$ cat config.mk
export PLATFORM = sky130hd
export DESIGN_NAME = ljpf_fifo
export DESIGN_NICKNAME = d
export VERILOG_FILES = /design/src/design/ljpf_fifo.sv
export SDC_FILE = /design/constraint.sdc
export NUM_CORES = 1
export LEC_CHECK = 0
export BUFFER_PORTS_ARGS = -buffer_cell sky130_fd_sc_hd__buf_2
export CAP_MARGIN = 10
export CORE_ASPECT_RATIO = 2
export CORE_MARGIN = 2
export CORE_UTILIZATION = 36
export CTS_CLUSTER_SIZE = 12
export DETAILED_ROUTE_END_ITERATION = 10
export GPL_TIMING_DRIVEN = 0
export PLACE_DENSITY = 0.59
export SLEW_MARGIN = 20
export SYNTH_ARGS = -nofsm -noshare
export SYNTH_HDL_FRONTEND = slang
export SYNTH_SLANG_ARGS = --single-unit
export TNS_END_PERCENT = 1
$ cat constraint.sdc
create_clock -name clk -period 4.7 [get_ports clk]
set_input_delay 0.705 -clock clk [delete_from_list [all_inputs] [get_ports clk]]
set_output_delay 0.705 -clock clk [all_outputs]
set_load 0.03 [all_outputs]
$ cat src/design/ljpf_fifo.sv
`timescale 1ns / 1ps
module ljpf_fifo #(
  parameter int unsigned WIDTH = 8,
  parameter int unsigned DEPTH = 4
) (
  input  logic             clk,
  input  logic             rst,
  input  logic             wr_en,
  input  logic [WIDTH-1:0] wr_data,
  input  logic             rd_en,
  output logic [WIDTH-1:0] rd_data,
  output logic             full,
  output logic             empty
);
  localparam int unsigned AW = (DEPTH > 1) ? $clog2(DEPTH) : 1;
  localparam int unsigned CW = $clog2(DEPTH + 1);

  logic [WIDTH-1:0] mem [DEPTH];
  logic [AW-1:0] wr_ptr;
  logic [AW-1:0] rd_ptr;
  logic [CW-1:0] count;
  logic do_wr;
  logic do_rd;

  assign full = (count == CW'(DEPTH));
  assign empty = (count == '0);
  assign do_wr = wr_en && !full;
  assign do_rd = rd_en && !empty;
  assign rd_data = mem[rd_ptr];

  always_ff @(posedge clk) begin
    if (do_wr) begin
      mem[wr_ptr] <= wr_data;
    end
  end

  always_ff @(posedge clk) begin
    if (rst) begin
      wr_ptr <= '0;
      rd_ptr <= '0;
      count <= '0;
    end else begin
      if (do_wr) begin
        wr_ptr <= (wr_ptr == AW'(DEPTH - 1)) ? '0 : wr_ptr + 1'b1;
      end
      if (do_rd) begin
        rd_ptr <= (rd_ptr == AW'(DEPTH - 1)) ? '0 : rd_ptr + 1'b1;
      end
      if (do_wr && !do_rd) begin
        count <= count + 1'b1;
      end else if (do_rd && !do_wr) begin
        count <= count - 1'b1;
      end
    end
  end
endmodule

==> impl_metrics.py, run 1 <==
metrics = {
    "worst_setup_path": {
        "cp-endpoint": "count[2]$_SDFFE_PP0P_",
        "reg2reg_slack_ns": 2.38,
        "r2r-start": "count[0]$_SDFFE_PP0P_",
        "reg2reg_to": "count[2]$_SDFFE_PP0P_",
        "reg2reg_depth": 10,
        "criticalPathCategory": "register to register",
        "cp-startpoint": "count[0]$_SDFFE_PP0P_",
        "cp.required_ns": 4.92,
        "cp-end-kind": "register",
        "start_kind": "register",
        "crit_arrival_ns": 2.54,
        "cp_max_fo": 7,
    },
    "global_route": {
        "grt.total_usage": 0.119,
        "overflow": 0,
        "antenna_found_initial": 0,
        "grt_pass1_wl_um": 4260,
        "grt_max_degree": 14,
        "grt_pass1_vias": 924,
    },
    "clock_tree": {
        "htree_levels": 2,
        "clkTransAtPathRegs_ns": 0.07,
        "clk-insertion-delay-late_ns": 0.29,
        "clockBufferDepth": 2,
        "cts_tree": "done",
        "numCtsBuffers": 5,
        "cts.sinks": 41,
        "cts_setup_buffers": 0,
        "cts_root_buffer": "clkbuf_8",
        "cts_hold_buf": 0,
        "cts_resized": 0,
    },
    "synth": {
        "ys_ff_latch": 41,
        "avgSynthCellArea_um2": 17.9,
        "synthCells": 92,
        "netlist_top_cells_area": "edfxtp_1 58%, dfxtp_1 11%, mux4_2 11%",
        "yosysTopAreaCellShare": 0.584,
        "yosysWarnings": 0,
        "synth_area_mm2": 0.00165,
        "yosysTopAreaCell": "edfxtp_1",
        "synthesis.nets": 111,
        "seq_area_frac_synth": 0.694,
        "ys_types": 26,
    },
    "cells_and_area": {
        "final_nets": 138,
        "areaGrowthSynthToFinish_pct": 15.4,
        "mostFrequentLayoutCells": "32 x edfxtp_1, 21 x buf_2, 9 x dfxtp_1",
        "layout_commonest_cell": "edfxtp_1",
        "final_cells": 174,
        "antennaDiodeCount": 0,
        "post-route-util": 0.433,
        "drive_above_1_share": 0.392,
    },
    "job": {
        "drv_cap": 0,
    },
    "timing": {
        "final-setup-viol-count": 0,
        "fin_crit_ns": 2.32,
        "fin_skew_ns": 0.00995,
        "worst_pin_slew_ns": 0.500,
        "slew_headroom": 0.666,
        "timing.final.max_slew_violations": 0,
        "finalSetupTns_ns": 0,
        "post-route-period-util": 0.494,
        "fmax_mhz": 431,
        "finalHoldViolations": 0,
        "rsz0062_at_grt": "no",
    },
    "placement": {
        "io_buffer_count": 20,
        "place.gp.congestion": 0.726,
        "placed_cells": 166,
    },
    "drt": {
        "drt_iter0_markers": 9,
        "via_count": 837,
        "drc": 0,
        "wl_um": 2510,
        "wl_per_cell_um": 14.4,
        "postRouteAntennaNets": 0,
        "route.detailed.vias_per_inst": 4.81,
        "dr.pass1.iters": 4,
    },
    "power_and_ir_drop": {
        "ir_drop_mv": 0.335,
        "power_leakage_nw": 0.699,
        "pwr_density_cell_mw_per_mm2": 523,
    },
    "floorplan": {
        "coreArea_mm2": 0.00438,
        "ioPinCount": 22,
        "fp.dieW_um": 51.8,
        "start_util": 0.375,
        "num_rows": 34,
        "dieArea_mm2": 0.00516,
        "chipHeight_um": 99.6,
    },
    "hold_path": {
        "hp-class": "register to register",
    },
    "status": {
        "status": "complete, no violations",
    },
}
-- critical path, stage by stage, from the launching register on --
cell and delay (ns):
dfxtp_1 0.45, or3b_1 0.16, buf_6 0.12, clkinv_4 0.05, nor2_2 0.12, ha_1 0.20, inv_1 0.06, fa_1 0.37
xor2_1 0.16, or3_2 0.40, a21oi_1 0.15
-- registers in the layout (all words and copies together), names as in the netlist, named ones only --
register	count
count	3
mem	32
rd_ptr	2
wr_ptr	2
-- area by class of cell --
class | instances | area [µm²]
fillers | 398 | 2480
flip-flops and latches | 41 | 1140
multi-input cells | 42 | 457
repair buffers | 20 | 100
clock buffers | 5 | 68.8
well taps | 54 | 67.6
plain buffers | 4 | 23.8
inverters | 5 | 23.8
clock inverters | 3 | 17.5
-- synthesized netlist by cell type --
| cell | n |
|---|---|
| ha_1 | 6 |
| dfxtp_1 | 9 |
| clkinv_4 | 1 |
| o21ai_1 | 1 |
| nor3_1 | 2 |
| inv_1 | 4 |
| or3b_1 | 1 |
| xor2_1 | 2 |
| o31ai_2 | 2 |
| a21oi_1 | 3 |
| buf_1 | 1 |
| nand3_1 | 2 |
| buf_2 | 1 |
| mux4_2 | 8 |
| and3_2 | 4 |
| or3_2 | 1 |
| clkbuf_1 | 1 |
| nor2_1 | 3 |
| nor2_2 | 1 |
| o21ai_0 | 1 |
| edfxtp_1 | 32 |
| mux2i_1 | 2 |
| or3_1 | 1 |
| fa_1 | 1 |
| buf_6 | 1 |
| nand2_1 | 1 |
-- how the worst min path moves through the flow --
stage	from	slack, ns	depth (start not counted)	endpoint
finish	rd_ptr[0]$_SDFFE_PP0P_	0.52	2	rd_ptr[0]$_SDFFE_PP0P_
detailed placement	rd_ptr[0]$_SDFFE_PP0P_	0.50	2	register
global placement	rd_ptr[0]$_SDFFE_PP0P_	0.48	2	rd_ptr[0]$_SDFFE_PP0P_
CTS	rd_ptr[0]$_SDFFE_PP0P_	0.52	2	rd_ptr[0]$_SDFFE_PP0P_
floorplan	rd_ptr[0]$_SDFFE_PP0P_	0.46	2	register
global route	rd_ptr[0]$_SDFFE_PP0P_	0.55	2	rd_ptr[0]$_SDFFE_PP0P_
-- cells by family (layout without fill, tap and decap cells) --
logic type                 Yosys count  in the layout  share of synthesized area
muxes                               10             10                      0.122
xor gates and xnor gates             2              2                     0.0106
buffers and inverters                9             37                     0.0289
adders and majority gates            7              7                     0.0578
DFF                                 41             41                      0.694
and+or+nand+nor                     16             16                     0.0570
AOI/OAI and AO/OA                    7              7                     0.0304
-- stage by stage --
step | setup WS [ns] | hold WS [ns] | instance area [µm²] | power [W]
5_1_grt | 2.17 | 0.550 | 1900 | 0.00106
4_1_cts | 2.35 | 0.520 | 1900 | 0.00101
3_5_place_dp | 2.20 | 0.503 | 1810 | 0.000790
3_3_place_gp | 2.28 | 0.479 | 1810 | 0.000775
2_1_floorplan | 2.48 | 0.463 | 1650 | 0.000711
6_report | 2.38 | 0.521 | 1900 | 0.000994
-- per-layer routing --
layer / track usage / part of all wire / up-vias
li1: - / - / 406
met1: 0.116 / 0.35 / 406
met2: 0.208 / 0.57 / 19
met3: 0.0285 / 0.043 / 6
met4: 0.0850 / 0.032 / 0
met5: 0 / 0 / -
-- power by group --
| part | total [W] | internal (W) | switching, W | leakage, nW |
|---|---|---|---|---|
| Sequential | 0.000468 | 0.000442 | 0.0000262 | 0.367 |
| Combinational | 0.000307 | 0.000125 | 0.000182 | 0.288 |
| Clock | 0.000219 | 0.000102 | 0.000116 | 0.0439 |
(Power assumes the default switching activity.)
==> inputs of run 2 (changes only) <==
Clock period 4.7 ns to 2.15 ns, I/O delays scaled along.
==> impl_metrics.py, run 2 (synthesized netlist as in run 1, its figures left out) <==
metrics = {
    "clock_tree": {
        "cts_root_buffer": "clkbuf_8",
        "clkTransAtPathRegs_ns": 0.08,
        "cts_tree": "done",
        "htree_levels": 2,
        "cts.sinks": 41,
        "numCtsBuffers": 5,
        "cts_hold_buf": 0,
        "clk-insertion-delay-late_ns": 0.28,
        "clockBufferDepth": 2,
    },
    "worst_setup_path": {
        "cp-startpoint": "count[1]$_SDFFE_PP0P_",
        "start_kind": "register",
        "crit_path_top_delay_cell": "or3b_1",
        "reg2reg_depth": 10,
        "crit_arrival_ns": 2.30,
        "cp_num_buf_inv": 4,
        "cp.required_ns": 2.36,
        "r2r-start": "count[1]$_SDFFE_PP0P_",
        "cp_max_fo": 5,
        "path_cells": "or3b_1, buf_6, clkinv_4, nor2_4, ha_2, buf_4, buf_4, xor2_1, or3_4, a21oi_2",
        "cp-end-kind": "register",
        "cp_common_cell": "buf_4",
        "cp_top_family": "simple AND/OR/NAND/NOR gates",
        "slowest_delay_ns": 0.38,
        "cp.depth": 10,
        "criticalPathCategory": "register to register",
    },
    "power_and_ir_drop": {
        "pwr_density_cell_mw_per_mm2": 1190,
        "power_leakage_nw": 0.744,
        "ir_drop_mv": 0.827,
    },
    "cells_and_area": {
        "antennaDiodeCount": 0,
        "mostFrequentLayoutCells": "32 x edfxtp_1, 21 x buf_2, 8 x mux4_2",
        "largest_reg_flops": 32,
        "largest_register": "mem",
        "final_nets": 144,
        "drive_above_1_share": 0.460,
        "reg_top3": "mem: 32 flops, count: 3 flops",
        "areaGrowthSynthToFinish_pct": 21.7,
        "layout_commonest_cell": "edfxtp_1",
        "final_cells": 180,
    },
    "drt": {
        "route.detailed.vias_per_inst": 4.86,
        "wl_per_cell_um": 15.0,
        "drt_iter0_markers": 25,
        "wl_um": 2710,
        "drc": 0,
        "postRouteAntennaNets": 0,
        "via_count": 875,
        "dr.pass1.iters": 3,
    },
    "timing": {
        "slew_headroom": 0.671,
        "fin_crit_ns": 2.10,
        "post-route-period-util": 0.975,
        "worst_slack_ns": 0.0535,
        "fmax_mhz": 477,
        "worst_pin_slew_ns": 0.494,
        "finalHoldViolations": 0,
        "finalSetupTns_ns": 0,
        "final-setup-viol-count": 0,
        "fin_skew_ns": 0.0103,
        "timing.final.max_slew_violations": 0,
    },
    "placement": {
        "place.gp.congestion": 0.679,
        "placed_cells": 166,
        "dp_slack_ns": -0.142,
        "place_hpwl_um": 1960,
        "io_buffer_count": 20,
    },
    "floorplan": {
        "chipHeight_um": 99.6,
        "start_util": 0.375,
        "num_rows": 34,
        "fp.dieW_um": 51.8,
        "coreArea_mm2": 0.00438,
        "dieArea_mm2": 0.00516,
        "ioPinCount": 22,
    },
    "global_route": {
        "grt_pass1_vias": 904,
        "grt.total_usage": 0.116,
        "grt_max_degree": 14,
        "antenna_found_initial": 0,
        "overflow": 0,
        "grt_pass1_wl_um": 4260,
    },
    "status": {
        "status": "complete, no violations",
    },
    "hold_path": {
        "hp-class": "input port to register",
        "holdPathStages": 1,
        "min_from": "wr_data[4]",
    },
    "job": {
        "drv_cap": 0,
    },
}
[run 2: worst reg2reg max path, delay by kind of cell (launching register included)]
| kind | cells | cell delay [ns] |
|---|---|---|
| flip-flops | 1 | 0.36 |
| AND/OR/NAND/NOR | 3 | 0.75 |
| AO/OA/AOI/OAI | 1 | 0.15 |
| buffers and inverters | 4 | 0.43 |
| XOR/XNOR | 1 | 0.16 |
| adder cells (fa/ha/maj) | 1 | 0.18 |
[run 2: cell type report]
cell class | count | area (µm²)
Fill cell | 385 | 2380
Buffer | 4 | 23.8
Timing Repair Buffer | 26 | 145
Inverter | 5 | 23.8
Tap cell | 54 | 67.6
Sequential cell | 41 | 1150
Clock inverter | 2 | 35.0
Clock buffer | 6 | 72.6
Multi-Input combinational cell | 42 | 483
[run 2: what timing repair did]
item / CTS / global route
setup endpoints to repair: 1 / 1
gates resized for setup: 9 / 1
pin swaps: 1 / 2
setup buffers: 3 / 3
[run 2: layer usage]
metal	share of wire	vias to the layer above	track usage	wire [µm]
met2	0.58	16	0.214	1570
met3	0.037	5	0.0270	101
met1	0.37	433	0.113	995
li1	-	421	-	-
met5	0	-	0	0
met4	0.014	0	0.0628	37
[run 2: worst paths after layout]
kind                                 end  slack [ns]
setup / recovery   count[2]$_SDFFE_PP0P_        0.05
hold reg to reg   rd_ptr[0]$_SDFFE_PP0P_        0.51
hold / removal       mem[0][4]$_DFFE_PP_        0.25
setup reg to reg   count[2]$_SDFFE_PP0P_        0.05
[run 2: stage by stage]
step / total power [W] / cell area, µm² / hold WS, ns / util
after global routing: 0.00250 / 2000 / 0.246 / 0.457
final: 0.00238 / 2000 / 0.246 / 0.457
after floorplan: 0.00156 / 1650 / 0.421 / -
after detailed placement: 0.00174 / 1820 / 0.482 / 0.414
after global placement: 0.00170 / 1820 / 0.479 / 0.414
after CTS: 0.00239 / 1980 / 0.239 / 0.451
[run 2: power breakdown]
part           total (W)  switching [W]  internal (W)  leakage, nW
Sequential       0.00104      0.0000638      0.000977        0.369
Combinational   0.000753       0.000424      0.000329        0.320
Clock           0.000587       0.000243      0.000344       0.0552
==> inputs of run 3 (changes only) <==
Settings changed: REMOVE_ABC_BUFFERS set to 1.
==> impl_metrics.py, run 3 (synthesized netlist as in run 1, its figures left out) <==
metrics = {
    "drt": {
        "wl_met2_um": 1660,
        "wl_per_cell_um": 16.5,
        "met1_length_um": 1020,
        "top_layer_used": "met4",
        "route.detailed.vias_per_inst": 4.95,
        "route.met3.wl_um": 97,
        "postRouteAntennaNets": 0,
        "wl_um": 2850,
        "dr.pass1.iters": 3,
        "drt_iter0_markers": 12,
        "via_count": 856,
        "drc": 0,
    },
    "floorplan": {
        "fp.dieW_um": 51.8,
        "chipHeight_um": 99.6,
        "ioPinCount": 22,
        "dieArea_mm2": 0.00516,
        "num_rows": 34,
        "coreArea_mm2": 0.00438,
        "start_util": 0.375,
    },
    "timing": {
        "fin_skew_ns": 0.00730,
        "fin_crit_ns": 1.99,
        "timing.final.max_slew_violations": 0,
        "slew_headroom": 0.737,
        "final-setup-viol-count": 0,
        "post-route-period-util": 0.925,
        "rsz0062_at_grt": "no",
        "worst_pin_slew_ns": 0.394,
        "fmax_mhz": 503,
        "finalHoldViolations": 0,
    },
    "global_route": {
        "antenna_found_initial": 0,
        "grt.total_usage": 0.127,
        "grt_pass1_wl_um": 4570,
        "grt_max_degree": 13,
        "grt_pass1_vias": 939,
        "overflow": 0,
    },
    "cells_and_area": {
        "final_cells": 173,
        "antennaDiodeCount": 0,
        "areaGrowthSynthToFinish_pct": 19.5,
        "reg_top3": "mem: 32 flops, count: 3 flops",
        "layout_commonest_cell": "edfxtp_1",
        "multi_input_comb_area_um2": 495,
        "largest_reg_flops": 32,
        "final_nets": 138,
        "mostFrequentLayoutCells": "32 x edfxtp_1, 21 x buf_2, 8 x mux4_2",
        "largest_register": "mem",
        "fillers": 388,
        "seqCellArea_mm2": 0.00115,
        "drive_above_1_share": 0.471,
    },
    "status": {
        "status": "complete, no violations",
    },
    "worst_setup_path": {
        "reg2reg_depth": 9,
        "cp.required_ns": 2.37,
        "crit_arrival_ns": 2.21,
        "slowest_delay_ns": 0.37,
        "cp_max_fo": 5,
        "criticalPathCategory": "register to register",
        "path_cells": "or3b_4, clkinv_4, nor2_4, ha_4, inv_1, fa_2, xor2_1, or3_4, a21oi_2",
        "cp-end-kind": "register",
        "crit_path_top_delay_cell": "dfxtp_4",
        "start_kind": "register",
    },
    "clock_tree": {
        "numCtsBuffers": 5,
        "htree_levels": 2,
        "cts_tree": "done",
        "cts_root_buffer": "clkbuf_8",
        "cts.sinks": 41,
        "clk-insertion-delay-late_ns": 0.29,
        "clkTransAtPathRegs_ns": 0.08,
        "clockBufferDepth": 2,
    },
    "hold_path": {
        "hp-class": "input port to register",
        "holdPathStages": 1,
    },
    "placement": {
        "place.gp.congestion": 0.714,
        "placed_cells": 163,
        "io_buffer_count": 21,
        "place_hpwl_um": 2010,
    },
    "power_and_ir_drop": {
        "power_leakage_nw": 0.721,
        "ir_drop_mv": 0.688,
        "total_power_w": 0.00237,
        "pwr_density_cell_mw_per_mm2": 1200,
    },
    "job": {
        "drv_cap": 0,
    },
}
-- run 3: path summary, 6_finish.rpt --
check        slack, ns                     to                   start
min               0.24    mem[2][0]$_DFFE_PP_              wr_data[0]
max reg2reg       0.16  count[2]$_SDFFE_PP0P_   count[2]$_SDFFE_PP0P_
min reg2reg       0.51               register  rd_ptr[0]$_SDFFE_PP0P_
max               0.16  count[2]$_SDFFE_PP0P_   count[2]$_SDFFE_PP0P_
-- run 3: power by group --
part | internal (W) | switching (W) | total, W
Sequential | 0.000975 | 0.000109 | 0.00108
Combinational | 0.000313 | 0.000386 | 0.000699
Clock | 0.000337 | 0.000248 | 0.000585
Total | 0.00163 | 0.000743 | 0.00237
-- run 3: timing repair --
| action | in CTS | in global routing |
|---|---|---|
| resized for setup | 10 | 3 |
| buffers inserted | 2 | 1 |
| pin swaps | 1 | 2 |
| hold buffers | 0 | 0 |
| setup endpoints to repair | 1 | 2 |
-- run 3: area by class of cell --
cell class / count / area share
inverters: 5 / 0.0121
clock inverters: 2 / 0.0178
well taps: 54 / 0.0344
multi-input cells: 42 / 0.252
repair buffers: 24 / 0.0649
clock buffers: 5 / 0.0350
flip-flops and latches: 41 / 0.584
-- run 3: per-stage QoR --
| step | hold slack [ns] | setup slack (ns) | util | area, µm² | setup TNS [ns] |
|---|---|---|---|---|---|
| after floorplan | 0.392 | -0.117 | - | 1620 | -0.117 |
| after global placement | 0.483 | -0.144 | 0.409 | 1790 | -0.144 |
| after detailed placement | 0.498 | -0.276 | 0.409 | 1790 | -0.276 |
| after CTS | 0.237 | 0.0361 | 0.445 | 1950 | 0 |
| after global routing | 0.243 | 0.0770 | 0.449 | 1970 | 0 |
| final | 0.244 | 0.161 | 0.449 | 1970 | 0 |
-- run 3: critical path: cells and delay by family (launching register included) --
family / cells / cell delay (ns)
AOI/OAI and AO/OA: 1 / 0.11
and+or+nand+nor: 3 / 0.69
xor gates and xnor gates: 1 / 0.16
DFF: 1 / 0.37
buffers and inverters: 2 / 0.11
adders and majority gates: 2 / 0.48
-- run 3: per-layer routing --
layer	global-route usage	vias to the layer above
met5	0	-
met4	0.0789	0
met3	0.0285	7
met2	0.221	21
met1	0.131	424
li1	-	404
